===== src/sv/sbrt_pkg.sv =====
// Package for the sparse bitmap radix tree: key slicing, node geometry,
// payload structs and the controller state type. No dependencies.
package sbrt_pkg;

    localparam int KEY_W      = 32;
    localparam int ROOT_LSB   = 26;
    localparam int MID_LSB    = 20;
    localparam int LOW_LSB    = 14;
    localparam int BYTE_LSB   = 3;
    localparam int FAN_BITS   = 6;
    localparam int FANOUT     = 64;
    localparam int BYTE_BITS  = 11;
    localparam int BIT_BITS   = 3;
    localparam int LEAF_BYTES = 2048;
    localparam int BYTE_W     = 8;

    localparam int MID_NODES_DEF  = 16;
    localparam int LOW_NODES_DEF  = 32;
    localparam int LEAF_NODES_DEF = 64;

    localparam logic REQ_READ  = 1'b0;
    localparam logic REQ_WRITE = 1'b1;

    localparam logic ST_OK        = 1'b0;
    localparam logic ST_POOL_FULL = 1'b1;

    typedef struct packed {
        logic             req_type;
        logic [KEY_W-1:0] key;
        logic             write_value;
    } t_req;

    typedef struct packed {
        logic read_bit;
        logic status;
    } t_rsp;

    typedef enum logic [2:0] {
        S_CLEAR,
        S_IDLE,
        S_MID,
        S_LOW,
        S_LEAF,
        S_MOD,
        S_WAIT
    } t_state;

endpackage


===== src/sv/sbrt_ram.sv =====
// Simple dual-port synchronous RAM: one write port, one read port with
// registered read data. Depends on sbrt_pkg for its default geometry.
module sbrt_ram #(
    parameter int DEPTH = sbrt_pkg::FANOUT,
    parameter int WIDTH = sbrt_pkg::BYTE_W
) (
    input  logic                     i_clk,
    input  logic                     i_we,
    input  logic [$clog2(DEPTH)-1:0] i_waddr,
    input  logic [WIDTH-1:0]         i_wdata,
    input  logic [$clog2(DEPTH)-1:0] i_raddr,
    output logic [WIDTH-1:0]         o_rdata
);
    import sbrt_pkg::*;

    logic [WIDTH-1:0] r_mem [0:DEPTH-1];
    logic [WIDTH-1:0] r_rdata;

    always_ff @(posedge i_clk) begin
        if (i_we) begin
            r_mem[i_waddr] <= i_wdata;
        end
    end

    always_ff @(posedge i_clk) begin
        r_rdata <= r_mem[i_raddr];
    end

    assign o_rdata = r_rdata;

endmodule


===== config.mk =====
export PLATFORM = sky130hd
export DESIGN_NAME = sbrt_ram
export DESIGN_NICKNAME = d
export VERILOG_FILES = /design/src/sv/sbrt_pkg.sv /design/src/sv/sbrt_ram.sv
export SDC_FILE = /design/constraint.sdc
export NUM_CORES = 1
export LEC_CHECK = 0
export ABC_AREA = 1
export BUFFER_PORTS_ARGS = -buffer_cell sky130_fd_sc_hd__buf_2
export CAP_MARGIN = 20
export CORE_MARGIN = 1.5
export CORE_UTILIZATION = 50
export CTS_CLUSTER_DIAMETER = 50
export DETAILED_ROUTE_END_ITERATION = 7
export HOLD_SLACK_MARGIN = 0.08
export PLACE_DENSITY = 0.66
export SYNTH_ARGS = -nofsm -noshare
export SYNTH_HDL_FRONTEND = slang
export SYNTH_SLANG_ARGS = --single-unit
export TNS_END_PERCENT = 50

===== constraint.sdc =====
create_clock -name i_clk -period 3 [get_ports i_clk]
set_input_delay 0.15 -clock i_clk [delete_from_list [all_inputs] [get_ports i_clk]]
set_output_delay 0.15 -clock i_clk [all_outputs]
set_load 0.05 [all_outputs]

# ---- Yosys cells after proc, flatten, opt, wreduce, memory -nomap -nowiden
# Memories as Yosys holds them, arrays and structs flattened. A register that Yosys moved wholly into a read port is not among the register bits.
# Index checks and enable logic that the tools add are counted.
dict set report totals {
  ff_bits 0
  latchBits 0
  ram_bits 512
  rom_bits 0
  out_inout_bits 8
  mem_count 1
}
# name words width read_ports rd_clocked_by_memory_dff wr line
set mem_list {}
lappend mem_list {r_mem 64 8 1 1 1 sbrt_ram.sv:16} ;# logic [WIDTH-1:0] r_mem [0:DEPTH-1];
dict set report op_classes {
  n_addsub 0
  mul 0
  div_mod_pow 0
  order_cmp 0
  eq_ne 0
  shift 0
  mux 2
  bitwise_logic 0
  reduce_logical 0
}
# cell count
set ops {}
lappend ops {{1-bit two-way mux} 2}

# ---- Longest topological paths before layout
# Gate-level depths: netlist of run 1.
dict set report depth {
  depth_word 2
  ltp_mapped 12
  mapped_depth_nobuf 9
}

# ---- Worst setup path before layout of run 1
# OpenSTA, ideal clock, no wires.
dict set report synth_path {
  kind {input to register}
  from {input i_we}
  to {memory r_mem[48][0] (netlist bit) (enable)}
  t_arrival_ns 1.521
  required_time_ns 2.605
  setup_slack_ns 1.084
  stages 3
  path_buffers 1
  path_cell_list {clkbuf_1 -> nand4_1 -> nor4_1}
}
dict set report synth_via {
  elab_chain_cells 2
}
# item line
set synth_rtl {}
lappend synth_rtl {{start, declared} sbrt_ram.sv:8} ;# input logic i_we,
lappend synth_rtl {{1-bit two-way mux} sbrt_ram.sv:20} ;# if (i_we) begin
lappend synth_rtl {{1-bit two-way mux (implied by the code)} sbrt_ram.sv:21} ;# r_mem[i_waddr] <= i_wdata;
lappend synth_rtl {{end, declared} sbrt_ram.sv:16}
# No other way between the ends.

==> flow_summary.ini, run 1 <==
[critical_path]
cp_cell_sequence = clkbuf_8 -> inv_6 -> buf_4 -> nand2_1 -> nand3_1 -> nand3_1 -> nand2_1 -> nand2_1 -> nand3_1 -> nand3_1 -> nand2_1
arrival_ps = 2210
critPathMaxStageDelay_ps = 460
start_kind = primary input
crit_type = primary input to flop
critPathSlowestCell = inv_6
cp.required_ps = 3520
crit_fanout = 62
end_kind = flop
cp.buffers_inverters = 3
cp_top_family = buffers and inverters

[grt]
grt_pass1_wl_mm = 80.6
antenna_found_initial = 1
grt_overflow = 0
grt.total_usage_pct = 24.7
grt_max_degree = 138
grt_pass1_vias = 13475

[place]
portBuffers = 29
dpl.hpwl_mm = 29.8
dp_cells = 2338
pre_cts_slack_ps = 776
routabilityCongestion = 0.857

[pwr]
switchingPower_uw = 3480
p_per_area_nw_per_um2 = 645
seq_power_share_pct = 52.8
leakagePower_uw = 0.00861
p_clk_share_pct = 40.8
p_int_uw = 11800
vdd_drop_max_mv = 0.565
total_power_uw = 15300
netSwitchingFraction_pct = 22.8
combPwrFrac_pct = 6.5

[sta]
max_freq_ghz = 0.592
slew_headroom_pct = 24.6
period_share_pct = 56.3
setup_ws_ps = 1310
tns_ps = 0
rsz0062_at_grt = false
setup_viol = 0
tightest_slew_ps = 1130
hold_violations = 0
maxSlewViolCount = 0
finClkSkew_ps = 11.5
fin_crit_ps = 1690

[logic_synthesis]
synthXorXnorAreaFrac_pct = 0
synth_top_family_by_area = simple AND/OR/NAND/NOR gates
seq_area_frac_synth_pct = 72.8
synth_cells = 1805
synth_area_um2 = 21300
synthSimpleGateAreaFrac_pct = 23.2
yosysWarnings = 0
synth_mux_area_share_pct = 0
ys_ff_latch = 520
synth_fp_nets = 1827
synth-compound-area-share_pct = 0
synth_area_per_cell_um2 = 11.8
synth_adder_area_share_pct = 0
ys_types = 16

[floorplan]
die-area_um2 = 43900
num_io_pins = 30
num_rows = 75
coreArea_um2 = 42000
die_h_um = 210
start_util_pct = 50.8
die-width_um = 210

[route]
drc = 0
viasPerCell = 5.77
ant_nets = 0
drt_iter0_markers = 1633
drt_pass1_iterations = 6
vias = 14058
routedWlPerCell_um = 22.0
wl_mm = 53.5

[finish]
final_common_cell = nand2_1
stdcell_count = 2435
drive_above_1_share_pct = 9.49
diodes = 0
layout_common_cells = nand2_1 (648), edfxtp_1 (512), nand3_1 (439)
area_growth_pct = 11.1
nets = 1879

[cts]
clock_latency_ps = 600
cts-root-buf = clkbuf_16
htreeDepth = 2
cts-buffers-inserted = 54
cts_resized = 0
cts_buffer_depth = 3
cts_tree = built
cts.sinks = 520
path_clk_slew_ps = 60

[run]
cap_viol_max_count = 0

[status]
outcome = complete, no violations

[min_path]
hold_class = primary input to flop
-- cells in the mapped netlist --
library cell  count  area [µm²]
nand4_1           9        56.3
buf_8             2        30.0
inv_6             1        8.76
nand3_1         439        2200
buf_4            14         105
edfxtp_1        512       15400
nand2_1         648        2430
inv_2             1        3.75
buf_2            37         185
buf_1            10        37.5
inv_1            10        37.5
dfxtp_1           8         160
nor4_1            8        50.1
nor2_1           56         210
buf_6            35         394
clkbuf_1         15        56.3
-- state kept, by name (all words and copies together), names as in the netlist --
signal / flops
o_rdata: 8
r_mem: 512
-- worst paths after layout --
check,from,endpoint,slack (ps),cells after the start
worst max-delay path,i_raddr[0],o_rdata[5],1310,11
worst min-delay path,i_waddr[2],r_mem[48][1],150,3
worst max register to register,r_mem[58][5],o_rdata[5],1570,8
worst min register to register,r_mem[40][6],o_rdata[6],840,8
-- through the flow --
step	hold slack (ps)	instance area [µm²]	utilization, %
final	149	23700	56.4
after global routing	160	23700	56.4
after CTS	130	23700	56.4
after detailed placement	558	22100	52.5
after global placement	567	22100	52.5
after floorplan	249	21300	-
-- what timing repair did --
action,4_1_cts,5_1_grt
hold buffers,2,0
buffers inserted,0,0
endpoints found under the hold margin,24,0
-- per-layer routing --
| metal | wire length (µm) | GRT usage, % | up-vias |
|---|---|---|---|
| met4 | 1390 | 8.19 | 2 |
| met5 | 13 | 0 | - |
| met2 | 25000 | 38.6 | 681 |
| met1 | 22200 | 35.4 | 6832 |
| met3 | 4890 | 4.28 | 101 |
| li1 | - | - | 6442 |
-- cells by family after synthesis --
group / after synthesis
DFF: 520
and+or+nand+nor: 1160
buffers and inverters: 125
-- tightest hold or removal path: cells and delay by family --
kind | cells | cell delay, ps
simple gates | 1 | 80
buf+inv | 2 | 340
-- area by class of cell --
class | count | area [µm²]
Inverter | 12 | 52.6
Sequential cell | 520 | 15500
Fill cell | 3508 | 18300
Clock inverter | 24 | 149
Timing Repair Buffer | 109 | 875
Multi-Input combinational cell | 1160 | 4950
Clock buffer | 71 | 1480
Tap cell | 539 | 674
-- power groups by stage --
stage	Combinational, µW	Sequential, µW	Clock [µW]
global route	1070	8070	6570
finish	987	8070	6230
floorplan	565	8260	0
CTS	983	8070	6300
detailed placement	978	8220	0
global placement	973	8220	0
No activity file was read; power rests on OpenSTA's default activity.
==> run 2: changes to the inputs <==
--- a/config.mk
+++ b/config.mk
@@ -13,7 +13,7 @@
 export CTS_CLUSTER_DIAMETER = 50
 export DETAILED_ROUTE_END_ITERATION = 7
 export HOLD_SLACK_MARGIN = 0.08
-export PLACE_DENSITY = 0.66
+export PLACE_DENSITY = 0.68
 export SYNTH_ARGS = -nofsm -noshare
 export SYNTH_HDL_FRONTEND = slang
 export SYNTH_SLANG_ARGS = --single-unit
==> constraint.sdc (replaced) <==
create_clock -name i_clk -period 1.5 [get_ports i_clk]
set_input_delay 0.075 -clock i_clk [delete_from_list [all_inputs] [get_ports i_clk]]
set_output_delay 0.075 -clock i_clk [all_outputs]
set_load 0.05 [all_outputs]
==> flow_summary.ini, run 2 (synthesized netlist as in run 1, its figures left out) <==
[critical_path]
r2r_setup_slack_ps = 120
crit_fanout = 9
crit_type = primary input to flop
start_kind = primary input
arrival_ps = 1710
end_kind = flop
cp.required_ps = 1790

[grt]
antenna_found_initial = 0
grt_overflow = 0
grt_max_degree = 65
grt_pass1_wl_mm = 80.7
grt.total_usage_pct = 24.4
grt_pass1_vias = 13993

[sta]
max_freq_ghz = 0.706
tns_ps = 0
finClkSkew_ps = 12.3
setup_viol = 0
tightest_slew_ps = 815
fin_crit_ps = 1420
setup_ws_ps = 83.1
slew_headroom_pct = 45.7
hold_violations = 0
rsz0062_at_grt = false
maxSlewViolCount = 0
period_share_pct = 94.5
whs_ps = 123

[cts]
cts_buffer_depth = 3
cts.sinks = 520
htreeDepth = 2
cts-root-buf = clkbuf_16
cts_resized = 0
cts_tree = built
cts-buffers-inserted = 52
clock_latency_ps = 590
path_clk_slew_ps = 60

[status]
outcome = complete, no violations

[pwr]
seq_power_share_pct = 50.7
leakagePower_uw = 0.00921
p_int_uw = 25000
combPwrFrac_pct = 6.9
netSwitchingFraction_pct = 21.6
vdd_drop_max_mv = 0.988
p_per_area_nw_per_um2 = 1280
total_power_uw = 31800
switchingPower_uw = 6890
p_clk_share_pct = 42.5

[floorplan]
die-area_um2 = 43900
start_util_pct = 50.8
num_rows = 75
die_h_um = 210
die-width_um = 210
num_io_pins = 30
coreArea_um2 = 42000

[finish]
final_common_cell = nand2_1
diodes = 0
largest-register = r_mem
area_growth_pct = 16.4
nets = 1960
layout_common_cells = nand2_1 (648), edfxtp_1 (512), nand3_1 (439)
largest_register_ffs = 512
drive_above_1_share_pct = 13.8

[route]
drc = 0
wl_mm = 52.8
drt_pass1_iterations = 5
drt_iter0_markers = 1526
ant_nets = 0
routedWlPerCell_um = 21.0
viasPerCell = 5.67
vias = 14282

[min_path]
hold_class = primary input to flop

[place]
dpl.hpwl_mm = 31.6
routabilityCongestion = 0.885
pre_cts_slack_ps = -117
portBuffers = 29

[run]
cap_viol_max_count = 0
run 2: changes by cell type in the layout (fill, tap and decap cells not counted), moves of 2 or more:
cell | previous run | this run
nor4_1 | 8 | 0
clkbuf_1 | 14 | 7
clkinv_4 | 3 | 1
nor4_2 | 0 | 7
clkbuf_8 | 1 | 6
bufinv_16 | 1 | 9
clkbuf_16 | 57 | 53
buf_4 | 76 | 126
buf_2 | 22 | 27
dlygate4sd3_1 | 2 | 7
buf_12 | 8 | 31
run 2: final cells by class:
class                   instances  area (µm²)
flip-flops and latches        520       15500
well taps                     539         674
clock inverters                31         374
inverters                      12        52.6
fillers                      3316       17200
repair buffers                192        1790
multi-input cells            1160        5000
clock buffers                  65        1420
run 2: power groups by stage:
stage	Clock (µW)	Sequential (µW)	Combinational [µW]
after CTS	13700	16100	2180
after detailed placement	0	16400	2150
after floorplan	0	16500	1140
final	13500	16100	2190
after global placement	0	16400	2120
after global routing	14200	16100	2360
run 2: final timing paths:
check,from,to,cells past startpoint
min reg2reg,r_mem[36][4],o_rdata[4],8
min,i_raddr[4],o_rdata[7],5
max,i_waddr[2],r_mem[54][2],6
max reg2reg,r_mem[19][4],o_rdata[4],8
run 2: worst max-delay path: stages:
cell and delay (ps):
dlygate4sd3_1 520, buf_2 240, inv_1 130, buf_4 180, nor4_2 320, buf_4 230
run 2: what timing repair did:
| item | in CTS | in global routing |
|---|---|---|
| hold buffers | 7 | 0 |
| hold endpoints to repair | 188 | 0 |
| setup buffers | 0 | 0 |
run 2: per-stage QoR:
step           instance area [µm²]  std cells  utilization [%]
6_report                     24800       2519             59.1
3_3_place_gp                 23000       2416             54.7
3_5_place_dp                 23000       2416             54.7
2_1_floorplan                21400       1805                -
5_1_grt                      24800       2519             59.1
4_1_cts                      24800       2519             59.1
run 2: routing by layer:
layer	up-vias	wire length, µm	global-route usage [%]	share of wire [%]
met2	665	25000	39.3	47
met5	-	0	0	0
met3	107	4510	3.98	8.5
li1	6609	-	-	-
met1	6901	21400	33.2	41
met4	0	1900	10.6	3.6
==> run 3: changes to the inputs <==
--- a/config.mk
+++ b/config.mk
@@ -13,7 +13,7 @@
 export CTS_CLUSTER_DIAMETER = 50
 export DETAILED_ROUTE_END_ITERATION = 7
 export HOLD_SLACK_MARGIN = 0.08
-export PLACE_DENSITY = 0.68
+export PLACE_DENSITY = 0.72
 export SYNTH_ARGS = -nofsm -noshare
 export SYNTH_HDL_FRONTEND = slang
 export SYNTH_SLANG_ARGS = --single-unit
==> flow_summary.ini, run 3 (synthesized netlist as in run 1, its figures left out) <==
[pwr]
leakagePower_uw = 0.00914
vdd_drop_max_mv = 1.05
p_per_area_nw_per_um2 = 1250
p_int_uw = 23900
netSwitchingFraction_pct = 22.2
total_power_uw = 30800
p_clk_share_pct = 40.3
seq_power_share_pct = 52.5
combPwrFrac_pct = 7.2
switchingPower_uw = 6840

[grt]
grt_overflow = 0
grt.total_usage_pct = 24.6
antenna_found_initial = 1
grt_max_degree = 65
grt_pass1_wl_mm = 81.3
grt_pass1_vias = 14184

[floorplan]
coreArea_um2 = 42000
die-width_um = 210
num_rows = 75
start_util_pct = 50.8
die-area_um2 = 43900
num_io_pins = 30
die_h_um = 210

[sta]
rsz0062_at_grt = false
maxSlewViolCount = 0
hold_violations = 0
finClkSkew_ps = 18.0
tightest_slew_ps = 785
period_share_pct = 96.4
slew_headroom_pct = 47.6
fin_crit_ps = 1450
setup_viol = 0
max_freq_ghz = 0.691

[critical_path]
cp.required_ps = 1420
start_kind = flop
cp_cell_sequence = buf_2
cp.buffers_inverters = 1
crit_fanout = 1
end_kind = output pin
arrival_ps = 1370
critPathSlowestCell = dfxtp_1
critPathMaxStageDelay_ps = 470
cp_top_family = flip-flops
crit_type = flop to output pin

[cts]
cts-buffers-inserted = 52
cts-root-buf = clkbuf_16
cts.sinks = 520
clock_latency_ps = 590
path_clk_slew_ps = 60
cts_tree = built
cts_buffer_depth = 3
htreeDepth = 2

[finish]
diodes = 0
drive_above_1_share_pct = 13.5
largest_register_ffs = 512
nets = 1964
fill_cells = 3237
largest-register = r_mem
area_growth_pct = 15.7
postLayoutCellArea_um2 = 24700
layout_common_cells = nand2_1 (648), edfxtp_1 (512), nand3_1 (439)
stdcell_count = 2520
final_common_cell = nand2_1

[place]
portBuffers = 29
placed_cell_area_um2 = 23000
dpl.hpwl_mm = 32.4
dp_cells = 2421
routabilityCongestion = 0.864

[route]
ant_nets = 0
wl_mm = 53.1
drc = 0
vias = 14489
drt_pass1_iterations = 5
routedWlPerCell_um = 21.1
viasPerCell = 5.75
drt_iter0_markers = 1650

[run]
cap_viol_max_count = 0

[min_path]
hold_class = primary input to flop

[status]
outcome = complete, no violations
run 3: cell types whose count changed in the layout (fill, tap and decap cells not counted), sizes merged:
cell and change:
clkinvlp -2, clkinv -3, bufinv -5, clkbuf +5, inv +1, buf +6, dlygate4sd3 -1
run 3: cell type report:
type | count | area (µm²) | share of cell area [%]
Clock buffer | 71 | 1390 | 5.64
Clock inverter | 22 | 204 | 0.826
Inverter | 12 | 52.6 | 0.213
Multi-Input combinational cell | 1160 | 5000 | 20.3
Sequential cell | 520 | 15500 | 62.9
Tap cell | 539 | 674 | 2.73
Timing Repair Buffer | 196 | 1840 | 7.43
run 3: worst paths after layout:
path	start	end	slack (ps)	cells after the start
worst max-delay path	o_rdata[6]	o_rdata[6]	50	1
worst min-delay path	i_wdata[6]	r_mem[55][6]	90	1
worst max register to register	r_mem[37][2]	o_rdata[2]	140	8
worst min register to register	r_mem[25][4]	o_rdata[4]	820	8
run 3: through the flow:
step | TNS [ps] | util (%) | hold slack (ps) | setup WS [ps]
detailed placement | -214 | 54.8 | 498 | -89.3
global route | 0 | 58.8 | 110 | 58.0
CTS | 0 | 58.8 | 83.7 | 54.5
global placement | -134 | 54.8 | 504 | -67.3
floorplan | -42600 | - | 174 | -168
finish | 0 | 58.8 | 85.9 | 53.6
run 3: layer usage:
metal / part of all wire [%] / GRT usage [%] / vias up
met5: 0 / 0 / -
met4: 3.7 / 10.1 / 0
li1: - / - / 6632
met1: 41 / 33.9 / 7012
met2: 47 / 39.1 / 714
met3: 8.7 / 4.14 / 131
run 3: power groups by stage:
| stage | Clock, µW | Combinational, µW | Sequential, µW |
|---|---|---|---|
| after floorplan | 0 | 1140 | 16500 |
| after global placement | 0 | 2120 | 16400 |
| after detailed placement | 0 | 2170 | 16400 |
| after CTS | 12500 | 2190 | 16100 |
| after global routing | 13000 | 2390 | 16100 |
| final | 12400 | 2210 | 16100 |
run 3: timing repair:
action | 4_1_cts | 5_1_grt
setup buffers | 0 | 0
endpoints found under the hold margin | 228 | 0
gates resized for setup | 0 | 0
hold buffers | 6 | 0
setup endpoints to repair | 0 | 0
